[config.mk]
export PLATFORM = sky130hd
export DESIGN_NAME = scanf_spec_parser_core
export DESIGN_NICKNAME = d
export VERILOG_FILES = /design/src/sv/scanf_spec_pkg.sv /design/src/sv/scanf_spec_parser_core.sv
export VERILOG_INCLUDE_DIRS = /design/src /design/src/sv
export SDC_FILE = /design/constraint.sdc
export NUM_CORES = 1
export LEC_CHECK = 0
export BUFFER_PORTS_ARGS = -buffer_cell sky130_fd_sc_hd__clkbuf_2
export CAP_MARGIN = 10
export CORE_ASPECT_RATIO = 0.9
export CORE_UTILIZATION = 64
export DETAILED_ROUTE_END_ITERATION = 12
export PLACE_DENSITY = 0.94
export SYNTH_ARGS = -nofsm -noshare
export SYNTH_HDL_FRONTEND = slang
export SYNTH_SLANG_ARGS = --single-unit
export TNS_END_PERCENT = 10
[constraint.sdc]
create_clock -name i_clk -period 11 [get_ports i_clk]
set_clock_uncertainty 0.05 [all_clocks]
set_input_delay 0.55 -clock i_clk [delete_from_list [all_inputs] [get_ports i_clk]]
set_output_delay 0.55 -clock i_clk [all_outputs]
set_load 0.02 [all_outputs]
[src/sv/scanf_spec_parser_core_defines.svh]
// assertion macros for the scanf specifier parser
`ifndef SCANF_SPEC_PARSER_CORE_DEFINES_SVH
`define SCANF_SPEC_PARSER_CORE_DEFINES_SVH

// same-cycle implication, checked out of reset
`define SCANF_SPEC_ASSERT_NOW(lbl, ante, cons, msg) \
    lbl: assert property (@(posedge i_clk) disable iff (!i_rst_n) (ante) |-> (cons)) else $error(msg);

// next-cycle implication, checked out of reset
`define SCANF_SPEC_ASSERT_NEXT(lbl, ante, cons, msg) \
    lbl: assert property (@(posedge i_clk) disable iff (!i_rst_n) (ante) |=> (cons)) else $error(msg);

`endif

[src/sv/scanf_spec_pkg.sv]
package scanf_spec_pkg;

    // code units that steer the parse
    localparam logic [15:0] CU_STAR   = 16'h002A;
    localparam logic [15:0] CU_PAREN  = 16'h0028;
    localparam logic [15:0] CU_DOLLAR = 16'h0024;
    localparam logic [15:0] CU_ZERO   = 16'h0030;
    localparam logic [15:0] CU_H      = 16'h0068;
    localparam logic [15:0] CU_LOWL   = 16'h006C;
    localparam logic [15:0] CU_BIGL   = 16'h004C;
    localparam logic [15:0] CU_SPACE  = 16'h0020;

    // size modifier codes
    localparam logic [2:0] MOD_NONE  = 3'd0;
    localparam logic [2:0] MOD_SHORT = 3'd1;
    localparam logic [2:0] MOD_LONG  = 3'd2;
    localparam logic [2:0] MOD_LLONG = 3'd3;
    localparam logic [2:0] MOD_LDBL  = 3'd4;

    // number of hex pad digits after the parenthesis
    localparam logic [2:0] HEX_DIGITS = 3'd4;

    // absent position or width
    localparam logic signed [16:0] NUM_NONE = -17'sd1;

    localparam logic [15:0] SAT_MAX = 16'hFFFF;

    function automatic logic is_digit(input logic [15:0] u);
        return (u >= CU_ZERO) && (u <= CU_ZERO + 16'd9);
    endfunction

    // acc * 10 + digit, saturating at 65535
    function automatic logic [15:0] acc_digit(input logic [15:0] acc, input logic [15:0] u);
        logic [19:0] v;
        v = {1'b0, acc, 3'b000} + {3'b000, acc, 1'b0} + {16'd0, u[3:0]};
        return (v > {4'd0, SAT_MAX}) ? SAT_MAX : v[15:0];
    endfunction

    // hex digit value, all ones for anything else
    function automatic logic [15:0] hex_value(input logic [15:0] u);
        logic [15:0] r;
        if (u >= 16'h0030 && u <= 16'h0039) begin
            r = u - 16'h0030;
        end else if (u >= 16'h0061 && u <= 16'h0066) begin
            r = u - 16'h0057;
        end else if (u >= 16'h0041 && u <= 16'h0046) begin
            r = u - 16'h0037;
        end else begin
            r = 16'hFFFF;
        end
        return r;
    endfunction

endpackage

[src/sv/scanf_spec_parser_core.sv]
// channel | direction | handshake                  | payload
// --------+-----------+----------------------------+-------------------------------------
// in      | sink      | i_in_valid / o_in_ready    | i_code_unit
// out     | source    | o_out_valid / i_out_ready  | o_arg_position .. o_units_consumed
//
// one code unit a cycle while no letter waits on a stalled result; a unit passes an
// input register, then one step of the parse state machine (with a multiply-by-ten
// accumulate); a letter's result then goes into the result register and leaves from it
// synchronous active-low reset returns the parse to the leading percent, no sweep
// a stalled result holds only a letter behind it; other units keep flowing
`include "scanf_spec_parser_core_defines.svh"

module scanf_spec_parser_core (
    input  logic                i_clk,
    input  logic                i_rst_n,
    input  logic                i_in_valid,
    output logic                o_in_ready,
    input  logic [15:0]         i_code_unit,
    output logic                o_out_valid,
    input  logic                i_out_ready,
    output logic signed [16:0]  o_arg_position,
    output logic                o_skip_argument,
    output logic [15:0]         o_pad_unit,
    output logic signed [16:0]  o_field_width,
    output logic [2:0]          o_size_modifier,
    output logic [15:0]         o_conversion_letter,
    output logic [15:0]         o_units_consumed
);
    import scanf_spec_pkg::*;

    typedef enum logic [2:0] {
        PH_PERCENT,
        PH_START,
        PH_ARGNUM,
        PH_FLAGS,
        PH_HEX,
        PH_WIDTH,
        PH_AFTER_L,
        PH_LETTER
    } t_phase;

    // input register
    logic               r_in_valid;
    logic [15:0]        r_in_unit;

    // parse state
    t_phase             r_phase,      n_phase;
    logic [15:0]        r_acc,        n_acc;
    logic signed [16:0] r_pos,        n_pos;
    logic               r_skip,       n_skip;
    logic [15:0]        r_pad,        n_pad;
    logic [2:0]         r_hex_count,  n_hex_count;
    logic signed [16:0] r_width,      n_width;
    logic [2:0]         r_mod,        n_mod;
    logic [15:0]        r_unit_count, n_unit_count;

    // result register
    logic               r_out_valid;
    logic signed [16:0] r_out_pos;
    logic               r_out_skip;
    logic [15:0]        r_out_pad;
    logic signed [16:0] r_out_width;
    logic [2:0]         r_out_mod;
    logic [15:0]        r_out_letter;
    logic [15:0]        r_out_count;

    logic emit;
    logic do_flag;
    logic do_mod;
    logic proc_go;
    logic in_take;

    // one parse step on the registered unit
    always_comb begin
        n_phase      = r_phase;
        n_acc        = r_acc;
        n_pos        = r_pos;
        n_skip       = r_skip;
        n_pad        = r_pad;
        n_hex_count  = r_hex_count;
        n_width      = r_width;
        n_mod        = r_mod;
        n_unit_count = (r_unit_count != SAT_MAX) ? r_unit_count + 16'd1 : r_unit_count;
        emit         = 1'b0;
        do_flag      = 1'b0;
        do_mod       = 1'b0;

        unique case (r_phase)
            PH_PERCENT: begin
                n_phase = PH_START;
            end
            PH_START: begin
                if (is_digit(r_in_unit)) begin
                    n_acc   = {12'd0, r_in_unit[3:0]};
                    n_phase = PH_ARGNUM;
                end else begin
                    do_flag = 1'b1;
                end
            end
            PH_ARGNUM: begin
                if (is_digit(r_in_unit)) begin
                    n_acc = acc_digit(r_acc, r_in_unit);
                end else if (r_in_unit == CU_DOLLAR) begin
                    n_pos   = signed'({1'b0, r_acc});
                    n_acc   = 16'd0;
                    n_phase = PH_FLAGS;
                end else begin
                    n_width = signed'({1'b0, r_acc});
                    n_acc   = 16'd0;
                    do_mod  = 1'b1;
                end
            end
            PH_FLAGS: begin
                do_flag = 1'b1;
            end
            PH_HEX: begin
                if (r_hex_count < HEX_DIGITS) begin
                    n_pad       = {r_pad[11:0], 4'h0} + hex_value(r_in_unit);
                    n_hex_count = r_hex_count + 3'd1;
                end else begin
                    n_hex_count = 3'd0;
                    n_phase     = PH_FLAGS;
                end
            end
            PH_WIDTH: begin
                if (is_digit(r_in_unit)) begin
                    n_acc = acc_digit(r_acc, r_in_unit);
                end else begin
                    n_width = signed'({1'b0, r_acc});
                    n_acc   = 16'd0;
                    do_mod  = 1'b1;
                end
            end
            PH_AFTER_L: begin
                if (r_in_unit == CU_LOWL) begin
                    n_mod   = MOD_LLONG;
                    n_phase = PH_LETTER;
                end else begin
                    n_mod = MOD_LONG;
                    emit  = 1'b1;
                end
            end
            PH_LETTER: begin
                emit = 1'b1;
            end
            default: begin
                emit = 1'b1;
            end
        endcase

        // flag, width start, or fall through to modifier
        if (do_flag) begin
            if (r_in_unit == CU_STAR) begin
                n_skip  = 1'b1;
                n_phase = PH_FLAGS;
            end else if (r_in_unit == CU_PAREN) begin
                n_hex_count = 3'd0;
                n_phase     = PH_HEX;
            end else if (is_digit(r_in_unit)) begin
                n_acc   = {12'd0, r_in_unit[3:0]};
                n_phase = PH_WIDTH;
            end else begin
                do_mod = 1'b1;
            end
        end

        // modifier or conversion letter
        if (do_mod) begin
            if (r_in_unit == CU_H) begin
                n_mod   = MOD_SHORT;
                n_phase = PH_LETTER;
            end else if (r_in_unit == CU_LOWL) begin
                n_phase = PH_AFTER_L;
            end else if (r_in_unit == CU_BIGL) begin
                n_mod   = MOD_LDBL;
                n_phase = PH_LETTER;
            end else begin
                emit = 1'b1;
            end
        end
    end

    // a beat moves on unless it is a letter facing a full, stalled result
    assign proc_go    = r_in_valid && (!emit || !r_out_valid || i_out_ready);
    assign o_in_ready = !r_in_valid || proc_go;
    assign in_take    = i_in_valid && o_in_ready;

    // state, input register and result register
    always_ff @(posedge i_clk) begin
        if (!i_rst_n) begin
            r_in_valid   <= 1'b0;
            r_out_valid  <= 1'b0;
            r_phase      <= PH_PERCENT;
            r_acc        <= 16'd0;
            r_pos        <= NUM_NONE;
            r_skip       <= 1'b0;
            r_pad        <= CU_SPACE;
            r_hex_count  <= 3'd0;
            r_width      <= NUM_NONE;
            r_mod        <= MOD_NONE;
            r_unit_count <= 16'd0;
        end else begin
            if (in_take) begin
                r_in_valid <= 1'b1;
                r_in_unit  <= i_code_unit;
            end else if (proc_go) begin
                r_in_valid <= 1'b0;
            end

            if (proc_go && emit) begin
                r_out_valid  <= 1'b1;
                r_out_pos    <= n_pos;
                r_out_skip   <= n_skip;
                r_out_pad    <= n_pad;
                r_out_width  <= n_width;
                r_out_mod    <= n_mod;
                r_out_letter <= r_in_unit;
                r_out_count  <= n_unit_count;
            end else if (i_out_ready) begin
                r_out_valid <= 1'b0;
            end

            if (proc_go) begin
                if (emit) begin
                    r_phase      <= PH_PERCENT;
                    r_acc        <= 16'd0;
                    r_pos        <= NUM_NONE;
                    r_skip       <= 1'b0;
                    r_pad        <= CU_SPACE;
                    r_hex_count  <= 3'd0;
                    r_width      <= NUM_NONE;
                    r_mod        <= MOD_NONE;
                    r_unit_count <= 16'd0;
                end else begin
                    r_phase      <= n_phase;
                    r_acc        <= n_acc;
                    r_pos        <= n_pos;
                    r_skip       <= n_skip;
                    r_pad        <= n_pad;
                    r_hex_count  <= n_hex_count;
                    r_width      <= n_width;
                    r_mod        <= n_mod;
                    r_unit_count <= n_unit_count;
                end
            end
        end
    end

    // result ports
    assign o_out_valid         = r_out_valid;
    assign o_arg_position      = r_out_pos;
    assign o_skip_argument     = r_out_skip;
    assign o_pad_unit          = r_out_pad;
    assign o_field_width       = r_out_width;
    assign o_size_modifier     = r_out_mod;
    assign o_conversion_letter = r_out_letter;
    assign o_units_consumed    = r_out_count;

    // checks
    `SCANF_SPEC_ASSERT_NOW(a_stall_only_on_letter, r_in_valid && !proc_go, emit && r_out_valid && !i_out_ready, "parse stalled without a blocked result")
    `SCANF_SPEC_ASSERT_NEXT(a_clear_after_emit, proc_go && emit, r_phase == PH_PERCENT && r_unit_count == 16'd0, "parse state not cleared after a result")
    `SCANF_SPEC_ASSERT_NOW(a_count_nonzero, o_out_valid, o_units_consumed != 16'd0, "result with zero units consumed")
    `SCANF_SPEC_ASSERT_NOW(a_hex_count_range, 1'b1, r_hex_count <= HEX_DIGITS, "hex digit count out of range")

endmodule

==> results.cfg <==
[die]
die_y_um = 123
design.die.area_mm2 = 0.0168
fp.dieW_um = 137
num_io_pins = 108
rows = 43
start_util_pct = 66.6
core_mm2 = 0.0157

[worst_setup_path]
reg2reg_from = r_in_unit[4]
r2r_cells = 18
worst_setup_path_start_kind = register
end_kind = register
r2r_slack_ns = 6.25
crit_arrival_ns = 5.04
crit_required_ns = 11.29
critPathKind = register to register
worst-path-max-fanout = 7
r2r-end = r_pad[12]

[timing]
rsz0062_at_grt = false
period_share_pct = 43.1
slew-limit-headroom_pct = 20.5
holdWs_ns = 0.228
drv_slew = 0
fin_ws_ns = 6.25
setup_viol = 0
post-route-min-period_ns = 4.75
setup_tns_ns = 0
timing.fmax_ghz = 0.211
tightest_slew_ns = 1.19
finalHoldViolations = 0

[worst_hold_path]
whs_path_depth = 1
hold_path_startpoint = i_code_unit[0]
min_to = r_in_unit[0]
hp-class = primary input to register

[clocking]
cts_tree = built
post_cts_resized = 0
clk_path_buf_depth = 2
cts_buffers = 17
post_cts_buffers = 0
cts_hold_buffers = 0
root_buffer = clkbuf_16
cts_max_level = 4
insertion_delay_ns = 0.44
clkSinkCount = 196
path_clk_slew_ns = 0.07

[placement]
place_area_mm2 = 0.0110
hpwl_um = 16000
gp_congestion = 0.930
numPortBuffers = 107
place_ws_ns = 6.36

[detailed_routing]
drc_errors = 0
ant_nets = 0
vias_per_cell = 6.46
routedWlPerCell_um = 18.9
num_vias = 8255
drt_wl_total_um = 24100
drt_first_pass_iters = 6
first_iter_violations = 732

[cells_and_area]
antenna_cells = 0
area_growth_pct = 11.0
drive_gt1_share_pct = 19.3
fin_area_mm2 = 0.0116
layout.nets = 1139

[logic_synthesis]
synth-edff-count = 102
synth_ff_type = edfxtp_1
async_reset_ff_share_pct = 0
seq_area_frac_synth_pct = 47.4
synth_warnings = 0
synth-seq-cells = 196
synth_nets = 1055
netlist_area_mm2 = 0.0104
avgSynthCellArea_um2 = 10.7
synthCells = 978
yosys.cell_types.count = 88

[power]
power_frac_comb_pct = 4.1
internal-power_mw = 1.12
power_density_mw_per_mm2 = 125
leakage_nw = 4.57
vdd_drop_max_mv = 0.143
p_clk_share_pct = 42.4
p_sw_share_pct = 22.8
seqPwrFrac_pct = 53.5
power_switching_uw = 332

[global_route]
grt_pass1_vias = 7421
grt_start_max_net_pins = 87
grt_overflow = 0
antenna_found_initial = 0
grtUsageTotal_pct = 28.9
grt_pass1_wl_um = 37100

[job]
cap_violations = 0

[run_status]
status = finished, final reports clean
==> logic make-up after synthesis <==
| family | count (synthesis) | synth area share, % |
|---|---|---|
| buf+inv | 71 | 3.33 |
| flops | 196 | 47.4 |
| compound gates | 246 | 17.3 |
| mux | 70 | 7.12 |
| simple gates | 300 | 14.6 |
| xor+xnor | 38 | 3.19 |
| fa+ha+maj | 57 | 7.05 |
==> routing by layer <==
layer	share of wire (%)	GRT usage (%)
met1	42	38.7
met2	45	45.1
met3	9.7	7.71
met4	2.4	10.8
met5	0	0
==> state kept, by name, summed over array words and instances (netlist names), 16 cells and up <==
| signal | count |
|---|---|
| o_arg_position | 17 |
| o_field_width | 17 |
| r_pos | 17 |
| r_width | 17 |
| o_conversion_letter | 16 |
| o_pad_unit | 16 |
| o_units_consumed | 16 |
| r_acc | 16 |
| r_in_unit | 16 |
| r_pad | 16 |
| r_unit_count | 16 |
==> power by group through the flow <==
| stage | clock (mW) | sequential (mW) | combinational, mW |
|---|---|---|---|
| final | 0.616 | 0.778 | 0.0589 |
| after global routing | 0.642 | 0.778 | 0.0632 |
| after CTS | 0.617 | 0.778 | 0.0581 |
| after detailed placement | 0 | 0.794 | 0.0576 |
| after global placement | 0 | 0.794 | 0.0566 |
| after floorplan | 0 | 0.794 | 0.0426 |
==> worst max-delay path by stage <==
stage / startpoint / to / slack, ns / cells past startpoint
6_report: r_in_unit[4] / r_pad[12] / 6.25 / 18
2_1_floorplan: r_in_unit[4] / o_arg_position[0] / 6.25 / 10
3_5_place_dp: r_in_unit[4] / r_pad[12] / 6.36 / 18
3_3_place_gp: r_in_unit[4] / r_pad[12] / 6.60 / 18
4_1_cts: r_in_unit[4] / r_pad[12] / 6.34 / 18
5_1_grt: r_in_unit[4] / r_pad[12] / 5.98 / 18
==> cell usage after synthesis, types with 10 or more instances <==
master | count | area [um2]
nand2_1 | 103 | 387
edfxtp_1 | 102 | 3060
dfxtp_1 | 94 | 1880
ha_1 | 54 | 676
nor2_1 | 51 | 191
o21ai_0 | 50 | 250
a21oi_1 | 38 | 190
mux2i_1 | 36 | 360
mux2_2 | 30 | 338
nand3_1 | 29 | 145
nor2b_1 | 26 | 163
inv_1 | 25 | 93.8
xnor2_1 | 22 | 193
buf_2 | 20 | 100
a22oi_1 | 16 | 120
xor2_1 | 16 | 140
a21o_1 | 14 | 105
nor3_1 | 14 | 70.1
clkbuf_1 | 13 | 48.8
a22o_1 | 11 | 96.3
nand2b_1 | 10 | 62.6
==> worst max-delay path, cell delays in order (launching register included) <==
cell      delay [ns]
edfxtp_1        0.50
inv_1           0.27
ha_1            0.25
inv_1           0.08
or3_1           0.36
a221oi_1        0.37
o31ai_1         0.24
o21ai_0         0.23
a21oi_1         0.10
ha_1            0.23
fa_1            0.43
a21o_1          0.19
a21oi_1         0.29
o21ai_0         0.16
a21o_1          0.19
a21oi_1         0.19
xor2_1          0.15
o21ai_0         0.13
a22o_1          0.25
==> cell type report <==
class | count | area (um2)
clock inverters | 11 | 119
fillers | 997 | 4070
flip-flops and latches | 196 | 4940
well taps | 202 | 253
repair buffers | 111 | 566
inverters | 25 | 93.8
clock buffers | 21 | 460
multi-input cells | 711 | 5150
==> cell usage in the layout (no fill, tap or decap), types with 16 or more instances in the layout <==
master | netlist | layout
clkbuf_2 | 0 | 107
nand2_1 | 103 | 103
edfxtp_1 | 102 | 102
dfxtp_1 | 94 | 94
ha_1 | 54 | 54
nor2_1 | 51 | 51
o21ai_0 | 50 | 50
a21oi_1 | 38 | 38
mux2i_1 | 36 | 36
mux2_2 | 30 | 30
nand3_1 | 29 | 29
nor2b_1 | 26 | 26
inv_1 | 25 | 25
xnor2_1 | 22 | 22
clkbuf_16 | 0 | 17
xor2_1 | 16 | 16
a22oi_1 | 16 | 16
==> through the flow <==
step	power (mW)	std cells	utilization, %
after floorplan	0.837	978	-
after detailed placement	0.852	1245	70.3
final	1.45	1277	74.0
after global routing	1.48	1277	74.0
after global placement	0.850	1245	70.3
after CTS	1.45	1277	74.0
Note: power is estimated with default switching activity, not from simulation.
